`config.mk`:
```
export PLATFORM = sky130hd
export DESIGN_NAME = tcgr_queue
export DESIGN_NICKNAME = d
export VERILOG_FILES = /design/src/design/tcgr_pkg.sv /design/src/design/tcgr_queue.sv
export SDC_FILE = /design/constraint.sdc
export NUM_CORES = 1
export LEC_CHECK = 0
export CORE_ASPECT_RATIO = 2
export CORE_MARGIN = 4
export CORE_UTILIZATION = 30
export DETAILED_ROUTE_END_ITERATION = 6
export DONT_BUFFER_PORTS = 1
export PLACE_DENSITY = 0.56
export SLEW_MARGIN = 5
export SYNTH_ARGS = -nofsm -noshare
export SYNTH_HDL_FRONTEND = slang
export SYNTH_SLANG_ARGS = --single-unit
export TNS_END_PERCENT = 30
```
`constraint.sdc`:
```
create_clock -name clk -period 2.8 [get_ports clk]
set_input_delay 0.28 -clock clk [delete_from_list [all_inputs] [get_ports clk]]
set_output_delay 0.28 -clock clk [all_outputs]
set_load 0.02 [all_outputs]
```
`src/design/tcgr_pkg.sv`:
```
// Shared types and constants of the text console glyph renderer.
// Used by the front, queue, back and top-level modules; no dependencies.
package tcgr_pkg;

  localparam int CELL_WIDTH    = 8;
  localparam int CELL_HEIGHT   = 16;
  localparam int GLYPH_COUNT   = 256;
  localparam int WRAP_MARGIN   = 20;
  localparam int SCROLL_MARGIN = 40;
  localparam int TAB_CELLS     = 4;

  localparam int POS_W     = 13;
  localparam int OUT_W     = 12;
  localparam int COLOR_W   = 24;
  localparam int CODE_W    = 8;
  localparam int GROW_W    = 4;
  localparam int BITS_W    = 8;
  localparam int FONT_AW   = CODE_W + GROW_W;
  localparam int ROW_CNT_W = $clog2(CELL_HEIGHT);

  localparam int QUEUE_DEPTH = 4;
  localparam int QPTR_W      = $clog2(QUEUE_DEPTH);

  localparam logic [COLOR_W-1:0] INK_RESET   = 24'hFFFFFF;
  localparam logic [COLOR_W-1:0] PAPER_RESET = 24'h000000;
  localparam logic [POS_W-1:0]   WIDTH_RESET  = 13'd1024;
  localparam logic [POS_W-1:0]   HEIGHT_RESET = 13'd768;

  typedef enum logic [2:0] {
    OP_GLYPH     = 3'd0,
    OP_NEWLINE   = 3'd1,
    OP_TAB       = 3'd2,
    OP_BACKSPACE = 3'd3,
    OP_LOAD      = 3'd4
  } op_t;

  typedef enum logic [1:0] {
    REG_WIDTH  = 2'd0,
    REG_HEIGHT = 2'd1,
    REG_INK    = 2'd2,
    REG_PAPER  = 2'd3
  } reg_idx_t;

  typedef enum logic [1:0] {
    BK_IDLE,
    BK_SCROLL,
    BK_ROWS
  } back_state_t;

  typedef enum logic {
    KIND_ROW    = 1'b0,
    KIND_SCROLL = 1'b1
  } kind_t;

  typedef struct packed {
    logic [POS_W-1:0]   width;
    logic [POS_W-1:0]   height;
    logic [COLOR_W-1:0] ink;
    logic [COLOR_W-1:0] paper;
  } cfg_t;

  // One unit of work for the back part.
  typedef struct packed {
    logic              load;     // font row write, no results
    logic              scroll;   // emit a scroll first
    logic              rows;     // emit a cell of rows
    logic              erase;    // rows are paper fill
    logic              glyph_ok; // code lies within the font
    logic [OUT_W-1:0]  band;
    logic [OUT_W-1:0]  x;
    logic [OUT_W-1:0]  y;
    logic [CODE_W-1:0] code;
    logic [GROW_W-1:0] grow;
    logic [BITS_W-1:0] bits;
  } job_t;

endpackage

```
`src/design/tcgr_queue.sv`:
```
// Short job queue between the front and back parts.
// Depends on tcgr_pkg for the job type and depth.
module tcgr_queue
  import tcgr_pkg::*;
(
  input  logic clk,
  input  logic rst,
  input  logic push,
  input  job_t push_job,
  input  logic pop,
  output job_t head,
  output logic full,
  output logic empty
);

  job_t              entries [QUEUE_DEPTH];
  logic [QPTR_W-1:0] wr_ptr;
  logic [QPTR_W-1:0] rd_ptr;
  logic [QPTR_W:0]   count;

  assign full  = (count == (QPTR_W+1)'(QUEUE_DEPTH));
  assign empty = (count == '0);
  assign head  = entries[rd_ptr];

  always_ff @(posedge clk) begin
    if (push) begin
      entries[wr_ptr] <= push_job;
    end
  end

  always_ff @(posedge clk) begin
    if (rst) begin
      wr_ptr <= '0;
      rd_ptr <= '0;
      count  <= '0;
    end else begin
      if (push) begin
        wr_ptr <= wr_ptr + 1'b1;
      end
      if (pop) begin
        rd_ptr <= rd_ptr + 1'b1;
      end
      if (push && !pop) begin
        count <= count + 1'b1;
      end else if (pop && !push) begin
        count <= count - 1'b1;
      end
    end
  end

endmodule

```
Word-level counts from Yosys, hierarchy flattened
Memory sizes are Yosys's and may differ from the RTL's. A register that Yosys moved wholly into a read port is not among the register bits.
Index checks and enable logic that the tools add are counted.
{"block": "op_classes", "n_reduce_logical": 6, "shift": 0, "eq_ne": 1, "n_mux": 6, "n_mul": 0, "add_sub_neg": 4, "magnitude_cmp": 0, "div_mod_pow": 0, "bitwise": 0}
{"op": "two-way mux 3 bit", "count": 2}
{"op": "adder 2 x 1 -> 2 bit (second input constant)", "count": 2}
{"op": "two-way mux 2 bit", "count": 2}
{"op": "adder 3 x 1 -> 3 bit (second input constant)", "count": 1}
{"op": "equality test 3 bit (second input constant)", "count": 1}
{"op": "zero test 3 bit", "count": 1}
{"op": "subtractor 3 x 1 -> 3 bit (second input constant)", "count": 1}
{"op": "logical AND 1 bit", "count": 2}
{"op": "zero test 1 bit", "count": 2}
{"op": "two-way mux 1 bit", "count": 2}
{"op": "nonzero test 2 bit", "count": 1}
{"block": "totals", "mem_bits_rw": 244, "rom_bits": 0, "word_cells": 21, "regBits": 7, "latchBits": 0, "input_bits": 65, "n_memories": 1}
{"memory": "entries", "depth": 4, "width": 61, "rd": 1, "rd_clocked_by_memory_dff": 1, "wr": 1, "line": "tcgr_queue.sv:16", "text": "job_t entries [QUEUE_DEPTH];"}

Longest topological paths before layout
{"block": "depth", "word_depth": 4, "depth_mapped": 7}

Least setup slack after synthesis
Ideal clock, no wire load.
{"block": "synth_timing", "path_kind": "register -> register", "startpoint": "reg wr_ptr[0]", "endpoint": "mem entries[2][0] (netlist name), enable pin", "arrival_time_ps": 1981, "path_buffers": 0, "setup_slack_ps": 394, "period_less_slack_ps": 2406, "stages_incl_launch_ff": 4, "setup_time_ps": 425, "required_time_ps": 2375, "cell_sequence": "dfxtp_1 inv_1 ha_1 and2_1"}
{"item": "start: declaration", "line": "tcgr_queue.sv:17", "text": "logic [QPTR_W-1:0] wr_ptr;"}
{"item": "start signal: assignment", "line": "tcgr_queue.sv:38", "text": "wr_ptr <= wr_ptr + 1'b1;"}
{"item": "end: declaration", "line": "tcgr_queue.sv:16"}
Straight into the memory's write port.

==> impl_metrics.ini <==
[outcome]
status = finished, final reports clean

[place]
postPlaceCellArea_mm2 = 0.00974
gp_congestion = 0.728
dp_hpwl_um = 11400
numPortBuffers = 0

[flow_run]
maxCapViolations = 0

[final_layout]
area_delta_synth_final_pct = 19.5
final_common_cell = edfxtp_1
multiInputGateArea_mm2 = 0.00162
final_cell_mix = edfxtp_1, dlygate4sd3_1, mux4_2
final_area_mm2 = 0.0111
regArea_mm2 = 0.00751
drive_gt1_share_pct = 23.9
layout.nets = 522
fill_cells = 2797

[die]
dieHeight_um = 257
initial_utilization_pct = 30.2
die_area_mm2 = 0.0340
fp.dieW_um = 132
ios = 128
core-area_mm2 = 0.0307
rows = 91

[timing]
timing.final.crit_period_ns = 2.41
report.final.slew_viol_count = 0
finalHoldViolCount = 0
fin_crit_sh_pct = 86.1
setup_viol = 0
fmax_ghz = 0.415
setup_tns_ns = 0
max_slew.worst_pin.slew_ns = 0.739
finalClockSkew_ns = 0.0190
rsz0062_at_grt = no
slew_headroom_pct = 50.7

[routing]
wirelength_um = 18100
viasPerCell = 4.69
drt_iter0_markers = 243
routedWlPerCell_um = 21.5
drc_errors = 0
postRouteAntennaNets = 0
vias = 3943
drt_pass1_iterations = 4

[critical_path]
worstPathRequired_ns = 2.52
endpoint_kind = primary output
cp_num_cells = 2
cp_top_family = multiplexers
rr_startpoint = wr_ptr[1]
reg2regPathDepth = 4
path_cells = buf_4 -> mux4_2
cp_slowest_cell = mux4_2
crit_buf_inv = 1
r2r_end = entries[1][15]
r2r_slack_ns = 1.02
critPathKind = reg -> out
slowest_delay_ns = 0.66
crit_fanout = 18
critPathArrivalTime_ns = 2.13
startpoint_type = flip-flop

[global_route]
grt_pass1_vias = 4484
globalRouteTotalUtil_pct = 10.6
grt_first_pass_wirelength_um = 27500
grt_max_degree = 47
antenna_found_initial = 6
grt.overflow.total = 0

[worst_hold_path]
min_path_cells = 3
hp-start = push
hold_path.class = in -> reg
worstHoldEndpoint = count[0]

[clock_network]
cts.clk_slew.worst_paths_ns = 0.06
htree_levels = 1
cts_sinks = 253
cts.path.max_buffers = 3
insertion_delay_ns = 0.51
numCtsBuffers = 23
cts_tree = built
cts_root_buf = clkbuf_16
post_cts_resized = 0

[power]
share_comb_of_total_power_pct = 9.9
ir_drop_v = 0.000370
p_leak_nw = 3.48
swShare_pct = 22.8
seqPwrFrac_pct = 53.7
netSwitchingPower_w = 0.00188
power_w = 0.00825
power_density_mw_per_mm2 = 742
power_frac_clock_pct = 36.5
p_int_w = 0.00636

[synthesis]
syn_area_per_cell_um2 = 25.6
synth_nets = 434
ys_types = 23
synth-seq-cells = 253
synth_seq_area_share_pct = 80.7
synthCells = 363
syn_area_mm2 = 0.00930
yosysWarnings = 0
==> tightest hold or removal path: cells and delay by family <==
family | cells | cell delay [ns]
XOR/XNOR | 1 | 0.09
AND/OR/NAND/NOR | 1 | 0.09
adder cells (fa/ha/maj) | 1 | 0.19
==> layer usage <==
metal  global-route usage, %  share of wire (%)
met5                       0               0.15
met4                    4.36                2.9
met3                    2.76                5.8
met2                    20.0                 57
met1                    11.0                 34
==> worst max path at each step <==
stage                     to  slack (ns)
4_1_cts              head[9]        0.30
3_3_place_gp         head[9]        0.88
3_5_place_dp         head[9]        0.87
5_1_grt             head[18]        0.24
6_report             head[8]        0.39
2_1_floorplan  entries[2][0]        0.39
==> metrics by stage <==
stage / util (%) / setup slack (ns) / cells / hold slack [ns]
floorplan: - / 0.394 / 363 / 0.379
detailed placement: 31.7 / 0.870 / 733 / 0.356
global placement: 31.7 / 0.881 / 733 / 0.354
CTS: 36.1 / 0.296 / 837 / 0.152
global route: 36.1 / 0.244 / 839 / 0.175
finish: 36.1 / 0.390 / 841 / 0.171
==> what timing repair did <==
action / in CTS / in global routing
hold endpoints to repair: 253 / 0
hold buffers: 65 / 0
buffers inserted: 0 / 0
==> cell families (layout without fill, tap and decap cells) <==
logic type                 Yosys count  after routing  synth area share, %
and+or+nand+nor                     15             15                0.794
other                                0              4                    0
AOI/OAI and AO/OA                    2              2                0.108
muxes                               63             63                 15.0
xor gates and xnor gates             5              5                0.471
buffers and inverters               19            121                 1.98
DFF                                253            253                 80.7
adders and majority gates            6              6                0.888
==> state kept, by name (all words and copies together), names as in the netlist, named ones only <==
signal   count
rd_ptr       2
wr_ptr       2
entries    244
count        3
==> final cells by class <==
| cell class | instances | area share, % |
|---|---|---|
| sequential | 253 | 67.6 |
| antenna | 4 | 0.0901 |
| inverter | 4 | 0.135 |
| tap | 372 | 4.19 |
| clock buffer | 27 | 5.32 |
| clock inverter | 12 | 1.11 |
| multi-input combinational | 91 | 14.6 |
| timing repair buffer | 78 | 6.96 |
==> synth_stat cells <==
cell      count  area (um2)
xor2_1        3        26.3
o21ai_0       1        5.00
and2_1        4        25.0
edfxtp_1    244        7330
buf_12        6         120
or3_1         1        6.26
buf_1         1        3.75
dfxtp_1       9         180
clkbuf_1      1        3.75
nor3_1        1        5.00
buf_6         1        11.3
fa_1          1        20.0
mux4_2       60        1350
nor3b_1       1        7.51
buf_2         6        30.0
mux4_1        1        26.3
inv_1         4        15.0
ha_1          5        62.6
nor2_1        7        26.3
a21oi_1       1        5.00
mux2i_1       2        20.0
nand2_1       1        3.75
xnor2_1       2        17.5
==> power groups by stage <==
stage	registers [W]	clock network (W)	logic, W
5_1_grt	0.00444	0.00327	0.000872
6_report	0.00443	0.00301	0.000814
3_5_place_dp	0.00452	0	0.000725
3_3_place_gp	0.00450	0	0.000710
2_1_floorplan	0.00447	0	0.000629
4_1_cts	0.00443	0.00312	0.000842
(Power assumes the default switching activity.)
