## config.mk

```make
export PLATFORM = sky130hd
export DESIGN_NAME = tcgr_front
export DESIGN_NICKNAME = d
export VERILOG_FILES = /design/src/design/tcgr_pkg.sv /design/src/design/tcgr_front.sv
export SDC_FILE = /design/constraint.sdc
export NUM_CORES = 1
export LEC_CHECK = 0
export BUFFER_PORTS_ARGS = -buffer_cell sky130_fd_sc_hd__buf_2
export CORE_MARGIN = 2
export CORE_UTILIZATION = 45
export DETAILED_ROUTE_END_ITERATION = 16
export GPL_ROUTABILITY_DRIVEN = 1
export PLACE_DENSITY = 0.72
export SLEW_MARGIN = 15
export SYNTH_ARGS = -nofsm -noshare
export SYNTH_HDL_FRONTEND = slang
export SYNTH_SLANG_ARGS = --single-unit
export TNS_END_PERCENT = 30
```

## constraint.sdc

```tcl
create_clock -name clk -period 11.9 [get_ports clk]
set_input_delay 1.785 -clock clk [delete_from_list [all_inputs] [get_ports clk]]
set_output_delay 1.785 -clock clk [all_outputs]
set_load 0.01 [all_outputs]
```

## src/design/tcgr_pkg.sv

```systemverilog
// Shared types and constants of the text console glyph renderer.
// Used by the front, queue, back and top-level modules; no dependencies.
package tcgr_pkg;

  localparam int CELL_WIDTH    = 8;
  localparam int CELL_HEIGHT   = 16;
  localparam int GLYPH_COUNT   = 256;
  localparam int WRAP_MARGIN   = 20;
  localparam int SCROLL_MARGIN = 40;
  localparam int TAB_CELLS     = 4;

  localparam int POS_W     = 13;
  localparam int OUT_W     = 12;
  localparam int COLOR_W   = 24;
  localparam int CODE_W    = 8;
  localparam int GROW_W    = 4;
  localparam int BITS_W    = 8;
  localparam int FONT_AW   = CODE_W + GROW_W;
  localparam int ROW_CNT_W = $clog2(CELL_HEIGHT);

  localparam int QUEUE_DEPTH = 4;
  localparam int QPTR_W      = $clog2(QUEUE_DEPTH);

  localparam logic [COLOR_W-1:0] INK_RESET   = 24'hFFFFFF;
  localparam logic [COLOR_W-1:0] PAPER_RESET = 24'h000000;
  localparam logic [POS_W-1:0]   WIDTH_RESET  = 13'd1024;
  localparam logic [POS_W-1:0]   HEIGHT_RESET = 13'd768;

  typedef enum logic [2:0] {
    OP_GLYPH     = 3'd0,
    OP_NEWLINE   = 3'd1,
    OP_TAB       = 3'd2,
    OP_BACKSPACE = 3'd3,
    OP_LOAD      = 3'd4
  } op_t;

  typedef enum logic [1:0] {
    REG_WIDTH  = 2'd0,
    REG_HEIGHT = 2'd1,
    REG_INK    = 2'd2,
    REG_PAPER  = 2'd3
  } reg_idx_t;

  typedef enum logic [1:0] {
    BK_IDLE,
    BK_SCROLL,
    BK_ROWS
  } back_state_t;

  typedef enum logic {
    KIND_ROW    = 1'b0,
    KIND_SCROLL = 1'b1
  } kind_t;

  typedef struct packed {
    logic [POS_W-1:0]   width;
    logic [POS_W-1:0]   height;
    logic [COLOR_W-1:0] ink;
    logic [COLOR_W-1:0] paper;
  } cfg_t;

  // One unit of work for the back part.
  typedef struct packed {
    logic              load;     // font row write, no results
    logic              scroll;   // emit a scroll first
    logic              rows;     // emit a cell of rows
    logic              erase;    // rows are paper fill
    logic              glyph_ok; // code lies within the font
    logic [OUT_W-1:0]  band;
    logic [OUT_W-1:0]  x;
    logic [OUT_W-1:0]  y;
    logic [CODE_W-1:0] code;
    logic [GROW_W-1:0] grow;
    logic [BITS_W-1:0] bits;
  } job_t;

endpackage

```

## src/design/tcgr_front.sv

```systemverilog
// Front part: accepts console commands, moves the cursor and turns each
// command that has work for the back part into a job. Depends on tcgr_pkg.
module tcgr_front
  import tcgr_pkg::*;
(
  input  logic        clk,
  input  logic        rst,
  input  cfg_t        cfg,
  input  logic        s_tvalid,
  output logic        s_tready,
  input  logic [23:0] s_tdata,   // char_code[7:0], glyph_row[11:8], row_bits[19:12]
  input  logic [2:0]  s_tuser,   // opcode[2:0]
  input  logic        q_full,
  output logic        push,
  output job_t        job
);

  localparam logic [POS_W:0] WRAP_ADD   = (POS_W+1)'(WRAP_MARGIN);
  localparam logic [POS_W:0] SCROLL_ADD = (POS_W+1)'(SCROLL_MARGIN);
  localparam logic [POS_W-1:0] CW  = POS_W'(CELL_WIDTH);
  localparam logic [POS_W-1:0] CH  = POS_W'(CELL_HEIGHT);
  localparam logic [POS_W-1:0] TAB = POS_W'(CELL_WIDTH * TAB_CELLS);

  logic [POS_W-1:0] cursor_x, cursor_x_next;
  logic [POS_W-1:0] cursor_y, cursor_y_next;

  logic [CODE_W-1:0] code;
  logic              accept;
  logic              has_job;
  logic [POS_W-1:0]  tab_x, nl_y, ysel, ys, y_up, x_back, x_prev;
  logic              wrap_draw, wrap_tab, scroll_hit, scroll_req;
  logic [POS_W-1:0]  band_full;
  op_t               op;

  assign s_tready = !q_full;
  assign accept   = s_tvalid && s_tready;
  assign push     = accept && has_job;
  assign code     = s_tdata[7:0];
  assign op       = op_t'(s_tuser);

  always_comb begin
    tab_x     = cursor_x + TAB;
    nl_y      = cursor_y + CH;
    wrap_draw = ({1'b0, cursor_x} + WRAP_ADD) >= {1'b0, cfg.width};
    wrap_tab  = ({1'b0, tab_x} + WRAP_ADD) >= {1'b0, cfg.width};
    // draw without wrap checks the current line, all other cases the next
    ysel       = (op == OP_GLYPH && !wrap_draw) ? cursor_y : nl_y;
    scroll_hit = ({1'b0, ysel} + SCROLL_ADD) >= {1'b0, cfg.height};
    ys         = (ysel >= CH) ? ysel - CH : '0;
    band_full  = (cfg.height >= CH) ? cfg.height - CH : '0;
    y_up       = cursor_y - CH;
    x_back     = (cfg.width >= CW) ? cfg.width - CW : '0;
    x_prev     = (cursor_x >= CW) ? cursor_x - CW : '0;

    cursor_x_next = cursor_x;
    cursor_y_next = cursor_y;
    has_job       = 1'b0;
    scroll_req    = 1'b0;

    job          = '0;
    job.band     = band_full[OUT_W-1:0];
    job.code     = code;
    job.grow     = s_tdata[11:8];
    job.bits     = s_tdata[19:12];
    job.glyph_ok = ({1'b0, code} < (CODE_W+1)'(GLYPH_COUNT));

    case (op)
      OP_GLYPH: begin
        scroll_req    = scroll_hit;
        has_job       = 1'b1;
        job.scroll    = scroll_hit;
        job.rows      = 1'b1;
        job.x         = wrap_draw ? '0 : cursor_x[OUT_W-1:0];
        cursor_y_next = scroll_hit ? ys : ysel;
        cursor_x_next = (wrap_draw ? '0 : cursor_x) + CW;
        job.y         = cursor_y_next[OUT_W-1:0];
      end
      OP_NEWLINE: begin
        scroll_req    = scroll_hit;
        has_job       = scroll_hit;
        job.scroll    = scroll_hit;
        cursor_x_next = '0;
        cursor_y_next = scroll_hit ? ys : nl_y;
      end
      OP_TAB: begin
        if (wrap_tab) begin
          scroll_req    = scroll_hit;
          has_job       = scroll_hit;
          job.scroll    = scroll_hit;
          cursor_x_next = '0;
          cursor_y_next = scroll_hit ? ys : nl_y;
        end else begin
          cursor_x_next = tab_x;
        end
      end
      OP_BACKSPACE: begin
        if (cursor_x == '0) begin
          if (cursor_y >= CH) begin
            has_job       = 1'b1;
            cursor_y_next = y_up;
            cursor_x_next = x_back;
          end
        end else begin
          has_job       = 1'b1;
          cursor_x_next = x_prev;
        end
        job.rows  = 1'b1;
        job.erase = 1'b1;
        job.x     = cursor_x_next[OUT_W-1:0];
        job.y     = cursor_y_next[OUT_W-1:0];
      end
      OP_LOAD: begin
        has_job  = 1'b1;
        job.load = 1'b1;
      end
      default: begin
        has_job = 1'b0;
      end
    endcase
    job.scroll = job.scroll && scroll_req;
  end

  always_ff @(posedge clk) begin
    if (rst) begin
      cursor_x <= '0;
      cursor_y <= '0;
    end else if (accept) begin
      cursor_x <= cursor_x_next;
      cursor_y <= cursor_y_next;
    end
  end

endmodule

```

[Word level (Yosys, flattened, before mapping)]
Cells that the tools add are included.
Cells by class
  $add $sub $neg: 11
  magnitude comparators: 8
  equal/unequal tests: 8
  multiplexer cells: 26
  reductions and logical operators: 15
Operator list (count)
  two-way mux 13 bit: 13
  case mux 13 bit (4 select lines): 2
  case mux 24 bit (2 select lines): 1
  >= comparator 14 x 13 -> 1 bit: 3
  >= comparator 13 x 5 -> 1 bit (second input constant): 3
  adder 13 x 5 -> 14 bit (second input constant): 2
  >= comparator 13 x 4 -> 1 bit (second input constant): 2
  subtractor 13 x 4 -> 13 bit (second input constant): 2
  subtractor 13 x 5 -> 13 bit (second input constant): 2
  two-way mux 12 bit: 2
  adder 13 x 6 -> 14 bit (second input constant): 1
  adder 13 x 4 -> 13 bit (second input constant): 1
  adder 13 x 5 -> 13 bit (second input constant): 1
  adder 13 x 6 -> 13 bit (second input constant): 1
  zero test 13 bit: 1
  subtractor 12 x 5 -> 12 bit (second input constant): 1
  equality test 3 x 2 -> 1 bit (second input constant): 2
  two-way mux 1 bit: 6
  inequality test 2 bit (second input constant): 3
  AND reduction 3 bit: 2
  OR reduction 2 bit: 3
  AND reduction 5 bit: 1
  case mux 1 bit (4 select lines): 1
  nonzero test 4 bit: 1
  other kinds (8): 11
Storage, ports and cells
  register bits after elaboration: 26
  input port bits: 105

[Depth between registers and ports, before layout]
Gate-level depths: netlist of run 1.
  word-level depth: 10
  gate-level depth with buffers: 31

[Worst setup path before layout of run 1]
Ideal clock, no wire load.
  path type: in2out
  start point: in cfg[64] (netlist name)
  end point: out job[26] (netlist name)
  arrival time: 6399 ps
  data required time: 10115 ps
  slack: 3716 ps
  cell stages on the path: 25
  buffers on the path: 1
  path through: inv_1 ha_1 a2111oi_2 o21ai_1 a221o_2 nor2_4 buf_2 xnor2_1 inv_1 ha_1 a31oi_1 nand2_1 mux2i_1 xnor2_1 ha_1 o21ai_0 nand2b_1 a21oi_1 nor2_1 a221oi_1 o21ai_1 o21ai_2 nor2b_1 o311ai_1 o21ai_0
RTL lines
  start: declaration: RTL line tcgr_front.sv:8  | input cfg_t cfg,
  end: declaration: RTL line tcgr_front.sv:15  | output job_t job

==> results of run 1 <==
area by class of cell:
type / instances / share of cell area [%]
multi-input cells: 669 / 76.15
flip-flops and latches: 26 / 8.979
repair buffers: 76 / 6.648
inverters: 50 / 3.238
well taps: 147 / 3.173
clock buffers: 3 / 1.295
clock inverters: 1 / 0.5180
cells in the mapped netlist (10+ instances only):
cell,instances
inv_1,49
xnor2_1,54
nor3_1,22
o21ai_0,54
xor2_1,20
clkbuf_1,28
a31oi_1,14
ha_1,50
nand2b_1,10
a21o_1,19
nor2_1,74
and2_1,12
nand3_1,29
buf_4,23
nand2_1,86
or3_1,11
a21oi_1,58
dfxtp_1,26
buf_2,10
nor4_1,11
a211oi_1,10
registers in the layout (all words and copies together), names as in the netlist:
name	flops
cursor_x	13
cursor_y	13
power by group:
| group | switching (mW) | leakage [nW] | internal, mW |
|---|---|---|---|
| Sequential | 0.0110 | 0.211 | 0.0896 |
| Clock | 0.0364 | 0.0511 | 0.0672 |
| Combinational | 0.109 | 2.28 | 0.0657 |
| Total | 0.156 | 2.54 | 0.222 |
stage by stage:
step	cells	area, um2	util, %	hold WS (ps)	setup WS (ps)
after floorplan	811	5469	-	444.1	3716
after global placement	968	5692	47.58	468.1	2523
after detailed placement	968	5692	47.58	472.0	2469
after CTS	972	5797	48.46	490.3	2424
after global routing	972	5797	48.46	502.9	1690
final	972	5797	48.46	486.5	2314
per-layer routing:
metal  vias to the layer above  share of wire [%]
met2                       314                 43
met1                      2762                 46
met4                         0                1.9
li1                       2915                  -
met5                         -                  0
met3                        27                9.4
final timing paths:
path	start	endpoint	slack [ps]	depth (start not counted)
worst max register to register	cursor_x[5]$_SDFFE_PP0P_	cursor_y[6]$_SDFFE_PP0P_	4390	28
worst min-delay path	cursor_y[0]$_SDFFE_PP0P_	cursor_y[0]$_SDFFE_PP0P_	490	1
worst max-delay path	cursor_x[5]$_SDFFE_PP0P_	job[26]	2310	29
worst min register to register	cursor_y[0]$_SDFFE_PP0P_	cursor_y[0]$_SDFFE_PP0P_	490	1
cell usage in the layout (no fill, tap or decap), types with 3 or more instances in the layout:
master	instances
a311oi_1	7
a211o_1	3
nor2_1	74
buf_2	74
o31ai_1	3
o211ai_1	9
inv_1	49
a21oi_1	58
dfxtp_1	26
nor3b_1	5
xnor2_1	54
mux2i_1	4
and3_1	7
nand2_1	86
a31oi_1	14
a21o_1	19
nor3_1	22
a21boi_0	3
nor4_1	11
nor2b_1	3
clkbuf_16	3
xor2_1	20
o21ai_1	7
nand2b_1	10
nand3_1	29
a22oi_1	3
o21ai_0	54
ha_1	50
a211oi_1	10
or3_1	11
o21a_1	4
a221oi_1	6
o22ai_1	8
and2_1	12
nand4_1	6
o2111ai_1	4
cells by family after synthesis:
family                   after synthesis
AND/OR/NAND/NOR                      294
AO/OA/AOI/OAI                        244
buffers and inverters                116
XOR/XNOR                              74
adder cells (fa/ha/maj)               51
flip-flops                            26
multiplexers                           5
other                                  1
==> metrics, run 1 <==
Fmax=0.1043 GHz; Die Wd=114.2 um; post-route setup TNS=0 ps; CP most frequent cell=ha_1; Starting Density=a little under half; CTS resizes=0; Core ar.=11960 um2; multi-input gate area in the final layout=4414 um2; commonest register cell after synthesis=dfxtp_1; largest family of logic cells by synthesized area=compound AO/OA/AOI/OAI gates; cell area after synthesis=roughly 5500 um2; drt wl/cell=roughly 18 um; Cells after Synth=811; cts bufs inserted=3; sequential area share after synthesis=9.517%; Worst-Margin Slew=approximately 1100 ps; area grow syn2layout=5.994%; Mapped Nets=966; RePlAce Congestion=0.9598; Post-DP HPWL=13.12 mm; clock tree buffer depth=2; maxcap violations=0; vias in the first global route=5487; die area=13050 um2; mux cell area share after synthesis=0.9380%; fin nets=981; H-tree depth=1; Routed Antenna Nets=0; Synth Area in XOR/XNOR=11.85%; hold crit path type=flop to flop; final-report hold violation count=0; FP Rows=40; Worst Path Class, Setup=flop to output pin; peak fanout along the critical path=23; Simple-Gate Fraction of Synth Area=about a quarter; post-synthesis adder-cell area fraction=11.62%; startpoint class of the critical path=flop; maximum vdd drop=around 55 uV; Slowest cell on crit path=dfxtp_1; final worst path period need=roughly 9600 ps; # diodes=0; leakage power=~2.5 nW; grt met1 use=37.84%; crit end category=output pin; outcome=completed; Slew HR=around 25%; CP delay by family, top=compound AO/OA/AOI/OAI gates; First DRT Iteration DRCs=573; Crit path buffers/inverters=2; FF+latch count, synth=26; first-pass GRT wire length=27.90 mm; CP peak stage delay=670 ps; register area=520.5 um2; die height=114.2 um; Slew Limit Fails=0; largest net degree at the start of global routing=24; PortBufs=74; cells taking the most area after synthesis=ha_1, dfxtp_1, xnor2_1; Period Utilization, post-route=approximately 81%; final setup violation count=0; gr usage total=26.13%; CTS root buffer=clkbuf_16; EDFF count, synth=0; CP required=10120 ps; IO Count=168; Synth area leader=ha_1; CTS Hold Bufs=0; drt pass-1 iters=6; share of cells above drive strength 1=a little over an eighth; clk sinks=26; Synth Area per Inst=6.744 um2; initial antenna violation count=0; total grt overflow=0; filler instances=1238; Worst-Skew Late Latency=270 ps; vias=6018; M3 GR Usage=around 3.4%; Synth warnings=0; CTS tree=built; clk_skew=6.040 ps; compound-gate portion of the synthesized area=roughly 30%; share of the synthesized area in the top cell type=11.44%; total wire length=17.09 mm; crit path DAT=7800 ps; Power Density=~65 nW/um2; clock slew seen by the registers of the worst setup and hold paths=80 ps; unrepaired setup endpoints after global routing=no; Via-to-Cell Ratio=6.191; DRC violations left=0; Cell variety after synth=81; ys async rst share=0%; setup bufs post-CTS=0; total power=~0.38 mW; global-route met2 utilization=41.31%; GR peak layer=met2
(Power assumes the default switching activity.)
==> run 2: changes to the inputs <==
clock period = 10.1 ns   (was 11.9 ns; I/O delays follow)
==> run 2 against run 1 <==
  * Global-route usage down 0.23 points
  * Critical path depth stayed put
  * Via count hardly changed
  * Clock power is 14% lower
  * Routed wire length decreased by 0.94%
  * Worst hold slack better by 7.8 ps
  * Sequential share of layout area about the same
  * Worst setup slack got worse by 1600 ps
==> metrics, run 2 (same netlist as run 1, synthesis figures left out) <==
outcome=completed; setup bufs post-CTS=0; total wire length=around 17 mm; Slew HR=approximately 27%; R2R Path Start=cursor_x[5]$_SDFFE_PP0P_; CP most frequent cell=ha_1; vias=6014; cells on worst reg2reg path=28; RePlAce Congestion=0.9919; total power=0.4131 mW; Largest regs=cursor_x x13, cursor_y x13; Routed Antenna Nets=0; vias in the first global route=between 5000 and 6000; die height=114.2 um; Worst Path Class, Setup=flop to output pin; total grt overflow=0; unrepaired setup endpoints after global routing=no; First DRT Iteration DRCs=538; final worst path period need=9369 ps; crit path DAT=slightly below 8000 ps; Power Density=71.53 nW/um2; Worst-Margin Slew=1092 ps; clock share of power=21.6%; final setup violation count=0; Hold Path Stages=1; Via-to-Cell Ratio=6.187; share of cells above drive strength 1=13.45%; PortBufs=74; IO Count=168; startpoint class of the critical path=flop; clk sinks=26; hold wc startpoint=cursor_y[0]$_SDFFE_PP0P_; leakage power=2.530 nW; H-tree depth=1; sequential power share=between 20 and 30%; grt met1 use=a little under two fifths; CTS Hold Bufs=0; global-route met2 utilization=39.76%; Sw Pwr=around 0.18 mW; M3 GR Usage=3.864%; Crit path buffers/inverters=2; # diodes=0; drt pass-1 iters=5; clk_skew=~3.3 ps; Fmax=roughly 0.11 GHz; CP delay by family, top=compound AO/OA/AOI/OAI gates; Pint=0.2354 mW; drt wl/cell=17.41 um; CP peak stage delay=680 ps; maxcap violations=0; FP Rows=40; DRC violations left=0; switching part of the total=43.00%; CP Depth=29; largest net degree at the start of global routing=24; Post-DP HPWL=13.11 mm; Worst-Skew Late Latency=between 200 and 300 ps; Period Utilization, post-route=between 90% and 100%; die area=13050 um2; Slowest cell on crit path=dfxtp_1; Starting Density=45.72%; Core ar.=11960 um2; hold crit path type=flop to flop; CTS resizes=0; post-route setup TNS=0 ps; final-report hold violation count=0; GR peak layer=met2; CP required=8590 ps; crit end category=output pin; CTS tree=built; peak fanout along the critical path=23; gr usage total=25.89%; most common cell after layout, fill and taps aside=nand2_1; clock tree buffer depth=2; area grow syn2layout=5.582%; initial antenna violation count=0; most frequent cells in the layout=nand2_1, nor2_1, buf_2, a21oi_1; first-pass GRT wire length=27.56 mm; Die Wd=between 100 and 150 um; clock slew seen by the registers of the worst setup and hold paths=70 ps; combinational share of power=49.8%; Slew Limit Fails=0; fin nets=982; maximum vdd drop=69.48 uV; CTS root buffer=clkbuf_16; crit path from=cursor_x[5]$_SDFFE_PP0P_; cts bufs inserted=3
[run 2: cell types whose count changed in the layout (fill, tap and decap cells not counted)]
cell | previous run | this run
buf_4 | 2 | 3
bufinv_16 | 1 | 0
[run 2: worst paths after layout]
check                                                end  slack, ps
worst max-delay path                             job[26]        730
worst max register to register  cursor_y[6]$_SDFFE_PP0P_       2550
worst min register to register  cursor_y[0]$_SDFFE_PP0P_        490
worst min-delay path            cursor_y[0]$_SDFFE_PP0P_        490
[run 2: layout make-up]
cell class / instances / area (um2)
fillers: 1252 / 6187
repair buffers: 77 / 392.9
inverters: 50 / 187.7
multi-input cells: 669 / 4414
clock buffers: 3 / 75.07
well taps: 147 / 183.9
flip-flops and latches: 26 / 520.5
[run 2: per-layer routing]
metal	vias up	wire, um
li1	2921	-
met1	2723	7489
met2	331	7262
met3	39	1789
met4	0	382
met5	-	0
[run 2: power by group through the flow]
stage          clock network (mW)  logic [mW]  registers, mW
2_1_floorplan                   0       0.163          0.110
3_5_place_dp                    0       0.200          0.120
4_1_cts                    0.0912       0.202          0.118
3_3_place_gp                    0       0.199          0.120
6_report                   0.0891       0.206          0.118
5_1_grt                    0.0957       0.228          0.119
[run 2: through the flow]
step / setup slack, ps / hold WS [ps] / cells / util [%] / area, um2
2_1_floorplan: 2456 / 444.1 / 811 / - / 5469
3_5_place_dp: 1152 / 473.0 / 969 / 47.65 / 5699
4_1_cts: 838.6 / 491.4 / 972 / 48.27 / 5774
3_3_place_gp: 1294 / 465.6 / 969 / 47.65 / 5699
5_1_grt: 121.2 / 505.0 / 972 / 48.27 / 5774
6_report: 730.7 / 494.4 / 972 / 48.27 / 5774
